## src/rtl/core/bpts_pkg.sv

```systemverilog
// bpts_pkg: shared types and constants of the bitmap priority task scheduler
// payload structs, action codes, controller states and datapath commands
// no dependencies
`default_nettype none

package bpts_pkg;

   localparam int unsigned NUM_PRI_DEF = 16;
   localparam int unsigned PRI_W       = 5;
   localparam int unsigned STACK_SLOTS = 16;
   localparam int unsigned STACK_IDX_W = 4;
   localparam logic [PRI_W-1:0] IDLE_PRI = 5'd16;

   localparam int unsigned CSR_ADDR_W = 4;
   localparam int unsigned CSR_DATA_W = 64;
   localparam logic REG_READY_AT_START = 1'b0;
   localparam logic REG_EXEC_TABLE     = 1'b1;
   localparam logic [15:0] READY_AT_START_RST = 16'h0000;
   localparam logic [63:0] EXEC_TABLE_RST     = 64'hFEDC_BA98_7654_3210;

   typedef enum logic [2:0] {
      ACT_INIT     = 3'd0,
      ACT_ACTIVATE = 3'd1,
      ACT_QUEUE    = 3'd2,
      ACT_DISPATCH = 3'd3,
      ACT_EXIT     = 3'd4,
      ACT_DISABLE  = 3'd5,
      ACT_ENABLE   = 3'd6
   } action_type;

   typedef enum logic {
      ST_IDLE,
      ST_EXEC
   } ctrl_state_type;

   typedef struct packed {
      logic load;
      logic exec;
   } ctrl_cmd_type;

   typedef struct packed {
      logic [2:0] action;
      logic [3:0] priority_req;
   } req_payload_type;

   typedef struct packed {
      logic [4:0] running_priority;
      logic [4:0] current_priority;
      logic       dispatch_request;
      logic       task_started;
      logic       was_dormant;
   } rsp_payload_type;

   typedef struct packed {
      logic [PRI_W-1:0] cur_pri;
      logic [PRI_W-1:0] start_pri;
   } pair_type;

endpackage

`default_nettype wire

```

## src/rtl/core/bpts_ctrl.sv

```systemverilog
// bpts_ctrl: controller of the scheduler, accept and execute sequencing
// owns the result valid flag and issues load/exec commands to the datapath
// depends on bpts_pkg
`default_nettype none

module bpts_ctrl (
   input  wire logic                  clock,
   input  wire logic                  reset,
   input  wire logic                  req_valid,
   output logic                       req_stall,
   output logic                       rsp_valid,
   input  wire logic                  rsp_stall,
   output bpts_pkg::ctrl_cmd_type     cmd
);

   bpts_pkg::ctrl_state_type state_ff, state_in;
   logic rsp_valid_ff, rsp_valid_in;
   logic out_free;

   assign out_free = !rsp_valid_ff || !rsp_stall;

   always_comb begin
      state_in = state_ff;
      unique case (state_ff)
         bpts_pkg::ST_IDLE: begin
            if (req_valid) state_in = bpts_pkg::ST_EXEC;
         end
         bpts_pkg::ST_EXEC: begin
            if (out_free) state_in = bpts_pkg::ST_IDLE;
         end
         default: state_in = bpts_pkg::ST_IDLE;
      endcase
   end

   always_comb begin
      cmd.load     = 1'b0;
      cmd.exec     = 1'b0;
      req_stall    = 1'b0;
      unique case (state_ff)
         bpts_pkg::ST_IDLE: begin
            cmd.load = req_valid;
         end
         bpts_pkg::ST_EXEC: begin
            req_stall = 1'b1;
            cmd.exec  = out_free;
         end
         default: req_stall = 1'b1;
      endcase
      rsp_valid_in = cmd.exec || (rsp_valid_ff && rsp_stall);
   end

   always_ff @(posedge clock) begin
      if (reset) begin
         state_ff     <= bpts_pkg::ST_IDLE;
         rsp_valid_ff <= 1'b0;
      end else begin
         state_ff     <= state_in;
         rsp_valid_ff <= rsp_valid_in;
      end
   end

   assign rsp_valid = rsp_valid_ff;

   a_valid_from_exec: assert property (@(posedge clock) disable iff (reset)
      $rose(rsp_valid_ff) |-> $past(cmd.exec))
      else $error("result valid rose without an execute step");

endmodule

`default_nettype wire

```

## src/rtl/core/bpts_dpath.sv

```systemverilog
// bpts_dpath: scheduler datapath with ready/pending maps, running priorities,
// the preemption stack, the lowest-bit encoder and the result register
// depends on bpts_pkg, driven by bpts_ctrl commands
`default_nettype none

module bpts_dpath #(
   parameter int unsigned NUM_PRI = bpts_pkg::NUM_PRI_DEF
) (
   input  wire logic                    clock,
   input  wire logic                    reset,
   input  wire bpts_pkg::ctrl_cmd_type  cmd,
   input  wire bpts_pkg::req_payload_type req_payload,
   input  wire logic [15:0]             ready_at_start,
   input  wire logic [63:0]             exec_table,
   output bpts_pkg::rsp_payload_type    rsp_payload
);

   localparam int unsigned PW    = bpts_pkg::PRI_W;
   localparam int unsigned IDX_W = bpts_pkg::STACK_IDX_W;
   localparam logic [PW-1:0] IDLE = bpts_pkg::IDLE_PRI;

   logic [NUM_PRI-1:0] ready_ff, ready_in, pending_ff, pending_in;
   logic [PW-1:0] run_start_ff, run_start_in, run_cur_ff, run_cur_in;
   logic [PW-1:0] depth_ff, depth_in, depth_m1;
   logic dispatch_off_ff, dispatch_off_in;

   bpts_pkg::pair_type saved_mem [bpts_pkg::STACK_SLOTS];
   bpts_pkg::pair_type top_ff, push_pair;
   bpts_pkg::req_payload_type item_ff;
   bpts_pkg::rsp_payload_type rsp_ff, rsp_in;

   logic [NUM_PRI-1:0] req_bit, run_bit, exit_ready, enc_in;
   logic [3:0] enc_idx;
   logic enc_any;
   logic [PW-1:0] enc_pri, next_cur, sv_start, sv_cur;
   logic req_ok, dormant, dreq, started, push_en;

   assign req_ok     = {1'b0, item_ff.priority_req} < PW'(NUM_PRI);
   assign req_bit    = NUM_PRI'(1) << item_ff.priority_req;
   assign run_bit    = NUM_PRI'(1) << run_start_ff[3:0];
   assign exit_ready = (ready_ff & ~run_bit) | (pending_ff & run_bit);
   assign enc_in     = (item_ff.action == bpts_pkg::ACT_EXIT) ? exit_ready : ready_ff;
   assign dormant    = (ready_ff & req_bit) == '0;
   assign depth_m1   = depth_ff - PW'(1);

   // lowest set bit
   always_comb begin
      enc_idx = '0;
      for (int i = NUM_PRI - 1; i >= 0; i--) begin
         if (enc_in[i]) enc_idx = 4'(i);
      end
      enc_any = |enc_in;
   end

   assign enc_pri  = {1'b0, enc_idx};
   assign next_cur = {1'b0, exec_table[{enc_idx, 2'b00} +: 4]};
   assign sv_start = (depth_ff != '0) ? top_ff.start_pri : IDLE;
   assign sv_cur   = (depth_ff != '0) ? top_ff.cur_pri : IDLE;

   assign push_pair.start_pri = run_start_ff;
   assign push_pair.cur_pri   = run_cur_ff;

   always_comb begin
      ready_in        = ready_ff;
      pending_in      = pending_ff;
      run_start_in    = run_start_ff;
      run_cur_in      = run_cur_ff;
      depth_in        = depth_ff;
      dispatch_off_in = dispatch_off_ff;
      dreq            = 1'b0;
      started         = 1'b0;
      push_en         = 1'b0;
      unique case (bpts_pkg::action_type'(item_ff.action))
         bpts_pkg::ACT_INIT: begin
            ready_in        = ready_at_start[NUM_PRI-1:0];
            pending_in      = '0;
            run_start_in    = IDLE;
            run_cur_in      = IDLE;
            dispatch_off_in = 1'b0;
            depth_in        = '0;
         end
         bpts_pkg::ACT_ACTIVATE: begin
            if (req_ok) begin
               ready_in = ready_ff | req_bit;
               if (({1'b0, item_ff.priority_req} < run_cur_ff) && !dispatch_off_ff) begin
                  dreq = 1'b1;
               end
            end
         end
         bpts_pkg::ACT_QUEUE: begin
            pending_in = pending_ff | req_bit;
         end
         bpts_pkg::ACT_DISPATCH: begin
            if (!dispatch_off_ff && enc_any && (depth_ff < PW'(bpts_pkg::STACK_SLOTS))
                && (enc_pri < run_cur_ff)) begin
               push_en      = 1'b1;
               depth_in     = depth_ff + PW'(1);
               run_start_in = enc_pri;
               run_cur_in   = next_cur;
               started      = 1'b1;
            end
         end
         bpts_pkg::ACT_EXIT: begin
            if (run_start_ff < IDLE) begin
               dispatch_off_in = 1'b0;
               ready_in        = exit_ready;
               pending_in      = pending_ff & ~run_bit;
               if (enc_any && (enc_pri < sv_cur)) begin
                  run_start_in = enc_pri;
                  run_cur_in   = next_cur;
                  started      = 1'b1;
               end else begin
                  run_start_in = sv_start;
                  run_cur_in   = sv_cur;
                  if (depth_ff != '0) depth_in = depth_m1;
               end
            end
         end
         bpts_pkg::ACT_DISABLE: dispatch_off_in = 1'b1;
         bpts_pkg::ACT_ENABLE:  dispatch_off_in = 1'b0;
         default: ;
      endcase
      rsp_in.running_priority = run_start_in;
      rsp_in.current_priority = run_cur_in;
      rsp_in.dispatch_request = dreq;
      rsp_in.task_started     = started;
      rsp_in.was_dormant      = dormant;
   end

   always_ff @(posedge clock) begin
      if (reset) begin
         ready_ff        <= '0;
         pending_ff      <= '0;
         run_start_ff    <= IDLE;
         run_cur_ff      <= IDLE;
         depth_ff        <= '0;
         dispatch_off_ff <= 1'b0;
      end else if (cmd.exec) begin
         ready_ff        <= ready_in;
         pending_ff      <= pending_in;
         run_start_ff    <= run_start_in;
         run_cur_ff      <= run_cur_in;
         depth_ff        <= depth_in;
         dispatch_off_ff <= dispatch_off_in;
      end
   end

   always_ff @(posedge clock) begin
      if (cmd.load) item_ff <= req_payload;
      if (cmd.exec) rsp_ff <= rsp_in;
   end

   // preemption stack, top entry read into a register ahead of its use
   always_ff @(posedge clock) begin
      if (cmd.exec && push_en) saved_mem[depth_ff[IDX_W-1:0]] <= push_pair;
      top_ff <= saved_mem[depth_m1[IDX_W-1:0]];
   end

   assign rsp_payload = rsp_ff;

   a_depth_bound: assert property (@(posedge clock) disable iff (reset)
      depth_ff <= PW'(bpts_pkg::STACK_SLOTS))
      else $error("stack depth beyond its slots");

   a_idle_pair: assert property (@(posedge clock) disable iff (reset)
      (run_start_ff == IDLE) == (run_cur_ff == IDLE))
      else $error("start and current priority disagree on idle");

   a_push_depth: assert property (@(posedge clock) disable iff (reset)
      cmd.exec && push_en |=> depth_ff == $past(depth_ff) + PW'(1))
      else $error("preemption did not grow the stack");

endmodule

`default_nettype wire

```

## src/rtl/core/bitmap_priority_task_scheduler.sv

```systemverilog
// bitmap_priority_task_scheduler: top level with the configuration registers
// joins bpts_ctrl and bpts_dpath; depends on bpts_pkg
//
// usage:
//   req channel (req_valid, req_stall, req_payload) carries one kernel action
//   with its priority; rsp channel (rsp_valid, rsp_stall, rsp_payload) returns
//   one result per action: running and current priority, dispatch request,
//   task start and the dormancy of the queried priority.
//   configuration registers sit on the apb-style port: ready_at_start at
//   byte address 0, execution priority table at 8 (64-bit data, pready tied
//   high); write them only while no action is in flight.
//   an accepted action is captured, then executed in the controller's execute
//   step, where the result register and valid flag load; no new action is
//   taken until that execute step is done.
//   a stalled result holds the controller in its execute step; one further
//   action can be captured meanwhile, then req_stall stays high.
//   reset: maps cleared, running task idle (16), stack empty, dispatch enabled,
//   configuration registers at their defaults; no clearing pass is needed.
`default_nettype none

module bitmap_priority_task_scheduler #(
   parameter int unsigned NUM_PRI = bpts_pkg::NUM_PRI_DEF
) (
   input  wire logic                              clock,
   input  wire logic                              reset,
   input  wire logic                              req_valid,
   output logic                                   req_stall,
   input  wire bpts_pkg::req_payload_type         req_payload,
   output logic                                   rsp_valid,
   input  wire logic                              rsp_stall,
   output bpts_pkg::rsp_payload_type              rsp_payload,
   input  wire logic                              psel,
   input  wire logic                              penable,
   input  wire logic                              pwrite,
   input  wire logic [bpts_pkg::CSR_ADDR_W-1:0]   paddr,
   input  wire logic [bpts_pkg::CSR_DATA_W-1:0]   pwdata,
   output logic [bpts_pkg::CSR_DATA_W-1:0]        prdata,
   output logic                                   pready
);

   logic [15:0] ready_at_start_ff;
   logic [63:0] exec_table_ff;
   logic        csr_write;
   bpts_pkg::ctrl_cmd_type cmd;

   assign pready    = 1'b1;
   assign csr_write = psel && penable && pwrite && pready;

   always_ff @(posedge clock) begin
      if (reset) begin
         ready_at_start_ff <= bpts_pkg::READY_AT_START_RST;
         exec_table_ff     <= bpts_pkg::EXEC_TABLE_RST;
      end else if (csr_write) begin
         unique case (paddr[3])
            bpts_pkg::REG_READY_AT_START: ready_at_start_ff <= pwdata[15:0];
            bpts_pkg::REG_EXEC_TABLE:     exec_table_ff     <= pwdata;
            default: ;
         endcase
      end
   end

   always_comb begin
      unique case (paddr[3])
         bpts_pkg::REG_READY_AT_START: prdata = {48'b0, ready_at_start_ff};
         bpts_pkg::REG_EXEC_TABLE:     prdata = exec_table_ff;
         default:                      prdata = '0;
      endcase
   end

   bpts_ctrl u_ctrl (
      .clock     (clock),
      .reset     (reset),
      .req_valid (req_valid),
      .req_stall (req_stall),
      .rsp_valid (rsp_valid),
      .rsp_stall (rsp_stall),
      .cmd       (cmd)
   );

   bpts_dpath #(
      .NUM_PRI (NUM_PRI)
   ) u_dpath (
      .clock          (clock),
      .reset          (reset),
      .cmd            (cmd),
      .req_payload    (req_payload),
      .ready_at_start (ready_at_start_ff),
      .exec_table     (exec_table_ff),
      .rsp_payload    (rsp_payload)
   );

endmodule

`default_nettype wire

```

## config.mk

```make
export PLATFORM = sky130hd
export DESIGN_NAME = bitmap_priority_task_scheduler
export DESIGN_NICKNAME = d
export VERILOG_FILES = /design/src/rtl/core/bpts_pkg.sv /design/src/rtl/core/bpts_ctrl.sv /design/src/rtl/core/bpts_dpath.sv /design/src/rtl/core/bitmap_priority_task_scheduler.sv
export SDC_FILE = /design/constraint.sdc
export NUM_CORES = 1
export LEC_CHECK = 0
export BUFFER_PORTS_ARGS = -buffer_cell sky130_fd_sc_hd__buf_2
export CAP_MARGIN = 20
export CELL_PAD_IN_SITES_DETAIL_PLACEMENT = 1
export CELL_PAD_IN_SITES_GLOBAL_PLACEMENT = 2
export CORE_ASPECT_RATIO = 1.75
export CORE_MARGIN = 3
export CORE_UTILIZATION = 43
export DETAILED_ROUTE_END_ITERATION = 8
export GPL_TIMING_DRIVEN = 0
export PLACE_DENSITY = 0.86
export SYNTH_ARGS = -nofsm -noshare
export SYNTH_HDL_FRONTEND = slang
export SYNTH_HIERARCHICAL = 1
export SYNTH_SLANG_ARGS = --single-unit
```

## constraint.sdc

```tcl
create_clock -name clock -period 10.55 [get_ports clock]
set_input_delay 1.055 -clock clock [delete_from_list [all_inputs] [get_ports clock]]
set_output_delay 1.055 -clock clock [all_outputs]
set_load 0.02 [all_outputs]
```

After elaboration in Yosys (flattened, before gate mapping). Memories as Yosys holds them, arrays and structs flattened. A register that Yosys moved wholly into a read port is not among the register bits. Index checks and enable logic that the tools add are counted.

Add/sub/neg operators: 2. Magnitude comparators: 5. Eq/ne operators: 10. Shift-type cells: 3. Mux-type cells: 53. Bitwise logic cells: 10. Reduce and logical (&&, ||, !) cells: 29.

Operator list (number): one-hot mux 64 bit (2 select lines) (1); one-hot mux 16 bit (3 select lines) (2); bitwise AND 16 bit (4); 2-to-1 mux 4 bit (16); indexed part select 64 x 7 -> 4 bit (1); 2-to-1 mux 5 bit (12); 2-to-1 mux 16 bit (3); bitwise OR 16 bit (3); one-hot mux 5 bit (3 select lines) (3); << shifter 1 x 4 -> 16 bit, first input constant (2); logical NOT 16 bit (1); NOT 16 bit (1); OR reduction 16 bit (1); less-than comparator 4 x 5 -> 1 bit (3); 2-to-1 mux 1 bit (13); nonzero test 3 bit (4); less-than comparator 5 bit, second input constant (2); equality test 3 bit, second input constant (3); logical AND 1 bit (9); AND reduction 3 bit (3); equality test 3 x 2 -> 1 bit, second input constant (2); inequality test 2 bit, second input constant (3); AND reduction 6 bit (1); adder 5 x 1 -> 5 bit, second input constant (1); 12 further kinds (18).

Flip-flop bits (word level): 150. Bits in writable memories: 160. Bits of input ports: 82. Output and inout bits: 80. Word-level logic and storage cells: 130. Memories: 1.

Memories: u_dpath.saved_mem (words 16, bits a word 10, read ports 1, clocked after memory_dff 1, write ports 1, RTL line bpts_dpath.sv:27) `bpts_pkg::pair_type saved_mem [bpts_pkg::STACK_SLOTS];`.

Logic depth before layout (Yosys ltp). Gate-level depths: netlist (run 1).

Depth after elaboration: 28. Gate-level depth with buffers: 25. Depth with buffers taken out: 18.

Hierarchy. Netlist (run 1), hierarchy kept.

By module, submodules not included: bpts_dpath (instances 1, cells an instance 938, area each 11905.2 µm², sequential area each 6566.3 µm²); bitmap_priority_task_scheduler (instances 1, cells an instance 410, area each 3890.0 µm², sequential area each 1601.5 µm²); bpts_ctrl (instances 1, cells an instance 9, area each 92.6 µm², sequential area each 40.0 µm²).

Least setup slack after synthesis (run 1). Ideal clock, no wire load.

Kind: register -> register. From: register u_dpath.run_start_ff[2]. To: register u_dpath.rsp_ff, in the netlist u_dpath/rsp_payload[8] (data pin). Library setup time: 0.130 ns. Data arrival time: 4.357 ns. Required time: 10.420 ns. Path slack: 6.064 ns. Stages on the path, launching flop included: 22. Buffers on the path: 6. Clock period less this slack: 4.486 ns. Cells stage by stage: dfxtp_1 -> buf_4 -> buf_4 -> or4b_1 -> o21ai_1 -> nand4_1 -> nor2_1 -> a21boi_1 -> buf_4 -> buf_4 -> ha_1 -> a21o_1 -> a21oi_1 -> nor3_1 -> a2111o_1 -> o21ba_4 -> buf_6 -> or2_1 -> buf_2 -> o21a_1 -> o22a_1 -> nand2_1.

Longest elaborated chain between the ends: 26. Elaborated cells between the ends (all ways): 34. Classes of those cells: 3 x order compare; 1 x shift; 21 x mux; 4 x bitwise; 5 x reduce/logical.

Ends and longest elaborated chain: from (decl) (RTL line bpts_dpath.sv:23) `logic [PW-1:0] run_start_ff, run_start_in, run_cur_ff, run_cur_in;`; from (signal assigned) (RTL line bpts_dpath.sv:141) `run_start_ff <= run_start_in;`; << shifter 1 x 4 -> 16 bit (RTL line bpts_dpath.sv:40) `assign run_bit = NUM_PRI'(1) << run_start_ff[3:0];`; NOT 16 bit (RTL line bpts_dpath.sv:41) `assign exit_ready = (ready_ff & ~run_bit) | (pending_ff & run_bit);`; bitwise AND 16 bit (RTL line bpts_dpath.sv:41); bitwise OR 16 bit (RTL line bpts_dpath.sv:41); 2-to-1 mux 16 bit (RTL line bpts_dpath.sv:42) `assign enc_in = (item_ff.action == bpts_pkg::ACT_EXIT) ? exit_ready : ready_ff;`; 2-to-1 mux 4 bit (16 in series) (RTL line bpts_dpath.sv:50) `if (enc_in[i]) enc_idx = 4'(i);`; less-than comparator 4 x 5 -> 1 bit (RTL line bpts_dpath.sv:108) `if (enc_any && (enc_pri < sv_cur)) begin`; logical AND 1 bit (RTL line bpts_dpath.sv:108); 2-to-1 mux 5 bit (RTL line bpts_dpath.sv:108); 2-to-1 mux 5 bit (RTL line bpts_dpath.sv:104) `if (run_start_ff < IDLE) begin`; one-hot mux 5 bit (3 select lines) (*) (RTL line bpts_dpath.sv:73) `unique case (bpts_pkg::action_type'(item_ff.action))`; via u_dpath.run_start_in[0] (RTL line bpts_dpath.sv:23); to (signal assigned) (RTL line bpts_dpath.sv:150) `if (cmd.exec) rsp_ff <= rsp_in;`; to (decl) (RTL line bpts_dpath.sv:30) `bpts_pkg::rsp_payload_type rsp_ff, rsp_in;`.

The timed path passes the listed nets; every way through them passes the cells marked *. A chain may end at the register's enable or synchronous reset.

Worst setup path after layout (run 1).
From: register u_dpath.run_start_ff[1]. To: memory u_dpath/saved_mem[0][0] (netlist bit), enable pin.

Longest elaborated chain between the ends: 28. Elaborated cells between the ends (all ways): 32. Classes of those cells: 1 x order compare; 1 x shift; 21 x mux; 4 x bitwise; 5 x reduce/logical.

Ends and longest elaborated chain: << shifter 1 x 4 -> 16 bit (*) (RTL line bpts_dpath.sv:40); NOT 16 bit (RTL line bpts_dpath.sv:41); bitwise AND 16 bit (RTL line bpts_dpath.sv:41); bitwise OR 16 bit (*) (RTL line bpts_dpath.sv:41); 2-to-1 mux 16 bit (*) (RTL line bpts_dpath.sv:42); 2-to-1 mux 4 bit (16 in series) (RTL line bpts_dpath.sv:50); less-than comparator 4 x 5 -> 1 bit (RTL line bpts_dpath.sv:95) `&& (enc_pri < run_cur_ff)) begin`; logical AND 1 bit (*) (RTL line bpts_dpath.sv:95); 2-to-1 mux 1 bit (*) (RTL line bpts_dpath.sv:94) `if (!dispatch_off_ff && enc_any && (depth_ff < PW'(bpts_pkg::STACK_SLOTS))`; 2-to-1 mux 1 bit (*) (RTL line bpts_dpath.sv:73); logical AND 1 bit (*) (RTL line bpts_dpath.sv:155) `if (cmd.exec && push_en) saved_mem[depth_ff[IDX_W-1:0]] <= push_pair;`; 2-to-1 mux 1 bit (*) (RTL line bpts_dpath.sv:155); 2-to-1 mux 1 bit (not written as such) (*) (RTL line bpts_dpath.sv:155); to (decl) (RTL line bpts_dpath.sv:27).

Mark *: on every way between the ends. The rest lies on a longest branch, timed or not.

==> impl_metrics.json, run 1 <==
{
  "p_clk_share_pct": 42.4,
  "cp_top_family": "compound AO/OA/AOI/OAI gates",
  "drc": 0,
  "synth_top_family_by_area": "multiplexers",
  "synth_ff_type": "edfxtp_1",
  "die_height_um": 260,
  "synth_compound_area_share_pct": 10.4,
  "gp_congestion": 0.882,
  "rsz0062_at_grt": "no",
  "clock-root-buffer": "clkbuf_16",
  "via_per_inst": 5.81,
  "numClockSinks": 320,
  "clkTransAtPathRegs_ns": 0.07,
  "dpl_cell_area_mm2": 0.0173,
  "initial_utilization_pct": 43.8,
  "maxCapViolations": 0,
  "min_period_over_period_pct": 58.6,
  "cts_tree": "done",
  "synth_area_leaders": "edfxtp_1 34%, dfxtp_1 18%, mux2i_1 7.8%, mux4_2 7.1%, nand2b_1 3.9%",
  "synthMuxAreaShare_pct": 16.7,
  "synth_edf_count": 180,
  "synth.most_common_cell": "edfxtp_1",
  "slew_viol_final": 0,
  "hold_path_class": "reg -> reg",
  "fill_cells": 3893,
  "maxSlewHeadroom_pct": 30.1,
  "synth-seq-cells": 320,
  "worstPathArrival_ns": 6.37,
  "rows": 92,
  "nets": 1646,
  "antenna_found_initial": 1,
  "start_kind": "flop",
  "outcome": "finished, final reports clean",
  "synth_nets": 1453,
  "synth-adder-area-share_pct": 1.10,
  "switchingPower_w": 0.000626,
  "cp_max_fo": 19,
  "yosysWarnings": 6,
  "htreeDepth": 1,
  "power_leakage_nw": 6.65,
  "grt_pass1_wl_um": 80000,
  "hold_viol_final": 0,
  "worstSetupEndpointType": "flop",
  "power_density_mw_per_mm2": 147,
  "cts_resized": 0,
  "grt_max_degree": 23,
  "fin_skew_ns": 0.0145,
  "yosysTopAreaCell": "edfxtp_1",
  "grtUsageTotal_pct": 27.3,
  "period_needed_ns": 6.18,
  "power.internal_w": 0.00207,
  "synth-xor-area-share_pct": 0.110,
  "post-cts-setup-buffers": 0,
  "pwr-share-comb_pct": 7.6,
  "synth_common_cells": "180 x edfxtp_1, 140 x dfxtp_1, 128 x nor2_1",
  "cp_slowest_cell": "dfxtp_1",
  "ir_drop_v": 0.000105,
  "grt_pass1_vias": 12900,
  "clockBufferDepth": 3,
  "worstPathCellList": "clkbuf_1 -> buf_2 -> nand4b_1 -> o21ai_2 -> o2111ai_1 -> a21oi_1 -> a211o_1 -> a21o_1 -> buf_4 -> buf_6 -> inv_1 -> ha_1 -> a21o_1 -> a21oi_1 -> o21ai_0 -> a21oi_1 -> o21a_1 -> nand2_1 -> nor3_1 -> and2_1",
  "fin_area_mm2": 0.0184,
  "place_hpwl_um": 41700,
  "grt_overflow": 0,
  "finalSetupViolCount": 0,
  "first_iter_violations": 707,
  "worst_slew_pin_slew_ns": 1.05,
  "die_area_mm2": 0.0394,
  "syn2layout_area_growth_pct": 15.5,
  "syn_area_mm2": 0.0159,
  "syn_avg_cell_area_um2": 11.7,
  "drtAntennaViolNets": 0,
  "crit_type": "reg -> reg",
  "drive_above_1_share_pct": 21.9,
  "clk_latency_ns": 0.57,
  "yosys.area.top_type_share_pct": 34.0,
  "drt-total-wl_um": 53900,
  "switching_share_pct": 23.2,
  "wire_per_inst_um": 26.4,
  "async_reset_ff_share_pct": 0,
  "fin_setup_tns_ns": 0,
  "die_width_um": 151,
  "cpMostUsedCell": "a21oi_1",
  "vias": 11900,
  "core_mm2": 0.0363,
  "port_buffers": 157,
  "fmax_mhz": 162,
  "drt_pass1_iterations": 7,
  "seq_area_frac_synth_pct": 51.7,
  "synth_simple_gate_area_share_pct": 16.4,
  "cp.required_ns": 10.74,
  "hold_buffers": 0,
  "seqPwrFrac_pct": 50.0,
  "numCtsBuffers": 30,
  "slowest_delay_ns": 0.82,
  "synthCells": 1357,
  "synth_cell_types": 84,
  "worst-path-buf-inv": 5,
  "pin_count": 162
}
[sequential cells by signal, indices dropped and copies added, names as in the netlist]
name	flops
u_dpath/rsp_payload	13
u_dpath/run_cur_ff	5
u_dpath/saved_mem	160
u_dpath/run_start_ff	5
u_dpath/top_ff	10
u_dpath/item_ff	7
u_dpath/pending_ff	16
u_dpath/ready_ff	16
u_ctrl/rsp_valid	1
u_dpath/dispatch_off_ff	1
u_dpath/depth_ff	5
exec_table_ff	64
ready_at_start_ff	16
u_ctrl/state_ff	1
[cell usage in the layout, fill, tap and decap left out, types with 8 or more instances in the layout]
master,Yosys,routed
mux2_2,24,24
nor2_1,128,128
buf_4,14,15
clkbuf_1,51,55
o21ai_1,13,13
edfxtp_1,180,180
buf_2,15,172
nand3_1,19,19
a21oi_1,84,84
inv_1,16,16
a21o_1,8,8
o21ai_0,44,44
nand2_1,44,44
ha_1,14,14
mux4_2,50,50
a211oi_1,36,36
nand2b_1,98,98
dfxtp_1,140,140
mux2i_1,124,124
and2_1,68,68
nor2b_1,9,9
nor3_1,20,20
clkbuf_16,0,31
[power by group through the flow]
stage          sequential, W  clock (W)  combinational (W)
2_1_floorplan        0.00136          0           0.000124
3_3_place_gp         0.00137          0           0.000200
3_5_place_dp         0.00137          0           0.000205
4_1_cts              0.00135    0.00116           0.000206
5_1_grt              0.00135    0.00121           0.000220
6_report             0.00135    0.00114           0.000205
[cell type report]
type | instances | area (um^2) | share of cell area (%)
Antenna cell | 1 | 2.50 | 0.0136
Buffer | 95 | 526 | 2.86
Clock buffer | 36 | 805 | 4.38
Clock inverter | 19 | 224 | 1.22
Inverter | 16 | 60.1 | 0.327
Multi-Input combinational cell | 926 | 7110 | 38.7
Sequential cell | 320 | 8210 | 44.7
Tap cell | 470 | 588 | 3.20
Timing Repair Buffer | 161 | 838 | 4.57
[cells by family after synthesis]
logic type | after synthesis
AOI/OAI and AO/OA | 254
xor gates and xnor gates | 2
adders and majority gates | 14
buffers and inverters | 111
DFF | 320
muxes | 199
other | 1
and+or+nand+nor | 456
[tightest hold or removal path, delay by kind of cell (launching register included)]
family           cells  cell delay, ns
flip-flops           1            0.33
AND/OR/NAND/NOR      1            0.07
multiplexers         1            0.06
[layer usage]
layer  GRT usage (%)  up-vias  wire (um)
met1            27.4     5968      18300
met4            14.5        0       3310
met5               0        -          0
met2            53.7      356      30600
met3            2.50      136       1750
li1                -     5422          -
[path summary, 6_finish.rpt]
path / from / end / slack [ns] / cells after the start
setup / recovery: u_dpath/run_start_ff[1] / u_dpath/saved_mem[0][0] / 4.37 / 20
hold / removal: exec_table_ff[23] / exec_table_ff[23] / 0.50 / 2
setup reg to reg: u_dpath/run_start_ff[1] / u_dpath/saved_mem[0][0] / 4.37 / 20
hold reg to reg: exec_table_ff[23] / exec_table_ff[23] / 0.50 / 2
[per-stage QoR]
stage | std cells | power (W) | utilization, % | hold WS [ns] | worst slack (ns)
final | 2044 | 0.00269 | 50.6 | 0.497 | 4.37
after global routing | 2044 | 0.00278 | 50.6 | 0.518 | 3.99
after CTS | 2042 | 0.00271 | 50.6 | 0.499 | 4.40
after detailed placement | 1987 | 0.00158 | 47.7 | 0.488 | 4.44
after global placement | 1984 | 0.00157 | 47.6 | 0.473 | 4.63
after floorplan | 1357 | 0.00149 | - | 0.456 | 6.06
(Power assumes the default switching activity.)
==> run 2: changes to the inputs <==
- ABC_AREA: unset -> 1
- CORE_UTILIZATION: 43 -> 32
- PLACE_DENSITY: 0.86 -> 0.77
- clock period: 10.55 -> 5.2 ns (I/O delays scaled with it)
==> run 2 against run 1 <==
  * Worst hold slack got worse by 0.33 ns
  * Synthesized cell count increased by 41%
  * Sequential share of layout area decreased by 1.2 points
  * Critical endpoint is now u_dpath/saved_mem[7][7]
==> impl_metrics.json, run 2 <==
{
  "dpl_cell_area_mm2": 0.0172,
  "seqCellArea_mm2": 0.00822,
  "die_width_um": 173,
  "die_height_um": 298,
  "worstSetupEndpointType": "flop",
  "yosysTopAreaCell": "edfxtp_1",
  "grt_pass1_vias": 15400,
  "grt_overflow": 0,
  "min_to": "u_dpath/item_ff[6]",
  "hold_buffers": 0,
  "cp.required_ns": 5.44,
  "yosysWarnings": 6,
  "synth_cell_types": 45,
  "finalSetupViolCount": 0,
  "numCtsBuffers": 35,
  "diodes": 0,
  "hold_path.startpoint": "req_payload[6]",
  "gp_congestion": 0.931,
  "hold_path_class": "in -> reg",
  "power_leakage_nw": 7.97,
  "synth_edf_count": 180,
  "wire_per_inst_um": 22.0,
  "grt_pass1_wl_um": 92500,
  "drive_above_1_share_pct": 15.2,
  "synth_top_family_by_area": "simple AND/OR/NAND/NOR gates",
  "synth_ff_type": "edfxtp_1",
  "fill_cells": 5862,
  "min_period_over_period_pct": 95.8,
  "largest_reg_flops": 160,
  "clock-root-buffer": "clkbuf_16",
  "grt-busiest-layer": "met2",
  "cts_tree": "done",
  "cp_max_fo": 17,
  "setup_ws_ns": 0.218,
  "synth_simple_gate_area_share_pct": 25.5,
  "drc": 0,
  "rows": 106,
  "synth-xor-area-share_pct": 0.281,
  "antenna_found_initial": 0,
  "syn2layout_area_growth_pct": 21.2,
  "clockBufferDepth": 3,
  "synth.most_common_cell": "nand2_1",
  "period_needed_ns": 4.98,
  "clk_latency_ns": 0.53,
  "ir_drop_v": 0.000214,
  "fin_area_mm2": 0.0189,
  "seq_area_frac_synth_pct": 52.7,
  "final_cell_mix": "384 x nand2_1, 259 x nor2_1, 224 x nand3_1, 191 x inv_1",
  "synthCells": 1911,
  "port_buffers": 156,
  "maxSlewHeadroom_pct": 20.0,
  "synthMuxAreaShare_pct": 0.771,
  "drtAntennaViolNets": 0,
  "use_met2_pct": 47.2,
  "r2r_start": "u_dpath/run_start_ff[2]",
  "r2r-end": "u_dpath/saved_mem[7][7]",
  "dp_slack_ns": -1.28,
  "clkTransAtPathRegs_ns": 0.06,
  "vias": 14300,
  "synth-adder-area-share_pct": 1.12,
  "initial_utilization_pct": 32.4,
  "syn_area_mm2": 0.0156,
  "drt_pass1_iterations": 5,
  "r2r_cells": 24,
  "worst_slew_pin_slew_ns": 1.19,
  "synth_compound_area_share_pct": 11.4,
  "syn_avg_cell_area_um2": 8.15,
  "r2r_setup_slack_ns": 0.22,
  "yosys.area.top_type_share_pct": 34.7,
  "place_inst": 2716,
  "hold_viol_final": 0,
  "synth-seq-cells": 320,
  "layoutNonFillerInstCount": 2794,
  "synth_nets": 2007,
  "numClockSinks": 320,
  "grt_max_degree": 23,
  "grtUsageTotal_pct": 23.4,
  "power_w": 0.00649,
  "globalRouteMet3Util_pct": 2.21,
  "async_reset_ff_share_pct": 0,
  "multiInputGateArea_mm2": 0.00626,
  "pin_count": 162,
  "place_hpwl_um": 47300,
  "mostFrequentLayoutCell": "nand2_1",
  "worstPathArrival_ns": 5.22,
  "drt-total-wl_um": 61500,
  "htreeDepth": 2,
  "slew_viol_final": 0,
  "first_iter_violations": 791,
  "crit_type": "reg -> reg",
  "core_mm2": 0.0480,
  "nets": 2216,
  "outcome": "finished, final reports clean",
  "die_area_mm2": 0.0515,
  "start_kind": "flop",
  "fmax_mhz": 201,
  "fin_skew_ns": 0.0181,
  "power_density_mw_per_mm2": 344,
  "use_met1_pct": 22.7,
  "synth_common_cells": "388 x nand2_1, 277 x nor2_1, 224 x nand3_1",
  "min_path_cells": 1,
  "synth_area_leaders": "edfxtp_1 35%, dfxtp_1 18%, nand2_1 9.4%, nand3_1 7.2%, nor2_1 6.7%",
  "maxCapViolations": 0,
  "via_per_inst": 5.12
}
-- run 2: layout make-up --
cell class | count | area share, %
tap | 648 | 4.30
multi-input combinational | 1275 | 33.2
clock inverter | 18 | 1.31
clock buffer | 45 | 5.12
sequential | 320 | 43.6
timing repair buffer | 172 | 5.72
inverter | 206 | 4.10
buffer | 110 | 2.72
-- run 2: timing repair --
item                                    in CTS  in global routing
resized for setup                           39                 14
buffers inserted                            15                  0
pin swaps                                   14                  0
endpoints found under the setup margin     185                172
-- run 2: worst max path at each step --
stage          slack [ns]  cells past startpoint                 endpoint               startpoint
2_1_floorplan        0.86                     23  u_dpath/saved_mem[7][0]  u_dpath/run_start_ff[2]
3_3_place_gp        -1.60                     23  u_dpath/saved_mem[3][6]  u_dpath/run_start_ff[2]
6_report             0.22                     24  u_dpath/saved_mem[7][7]  u_dpath/run_start_ff[2]
5_1_grt             -0.02                     23  u_dpath/saved_mem[7][7]  u_dpath/run_start_ff[2]
4_1_cts             -0.04                     23  u_dpath/saved_mem[4][7]  u_dpath/run_start_ff[2]
3_5_place_dp        -1.28                     20  u_dpath/saved_mem[0][6]  u_dpath/run_start_ff[2]
-- run 2: kinds of logic after synthesis --
logic type / count (synthesis)
DFF: 320
AOI/OAI and AO/OA: 302
buffers and inverters: 316
and+or+nand+nor: 941
adders and majority gates: 14
muxes: 12
xor gates and xnor gates: 5
other: 1
-- run 2: worst max-delay path: stages, from the launching register on --
cell and delay [ns]:
dfxtp_4 0.51, buf_2 0.28, inv_2 0.13, nor2_1 0.16, inv_1 0.06, nor2_1 0.17, inv_1 0.09, o21ai_1 0.19
o21ai_0 0.16, nor2_1 0.23, o21ai_0 0.18, nand2_1 0.16, nand2_1 0.08, nand2_2 0.19, clkbuf_4 0.28, inv_1 0.06
ha_1 0.17, a21oi_1 0.14, o21ai_0 0.12, a21oi_2 0.23, nand3_4 0.19, nor2_4 0.24, inv_1 0.21, nor3_4 0.27
buf_12 0.17
-- run 2: metrics by stage --
stage               utilization [%]  hold slack, ns  TNS (ns)
floorplan                         -           0.451         0
global placement               35.8           0.474   -187.05
detailed placement             35.8           0.483   -185.30
CTS                            39.2           0.152     -3.42
global route                   39.3           0.157    -0.122
finish                         39.3           0.169         0
-- run 2: metal layers --
layer	part of all wire [%]	up-vias
met3	2.5	144
met4	6.3	0
met2	57	328
met5	0	-
li1	-	6822
met1	35	7003
-- run 2: where the power goes --
part	leakage, nW	internal [W]	switching (W)	total (W)
Clock	0.587	0.00158	0.00108	0.00266
Combinational	4.60	0.000278	0.000693	0.000972
Sequential	2.79	0.00276	0.0000976	0.00286
Total	7.97	0.00462	0.00188	0.00649
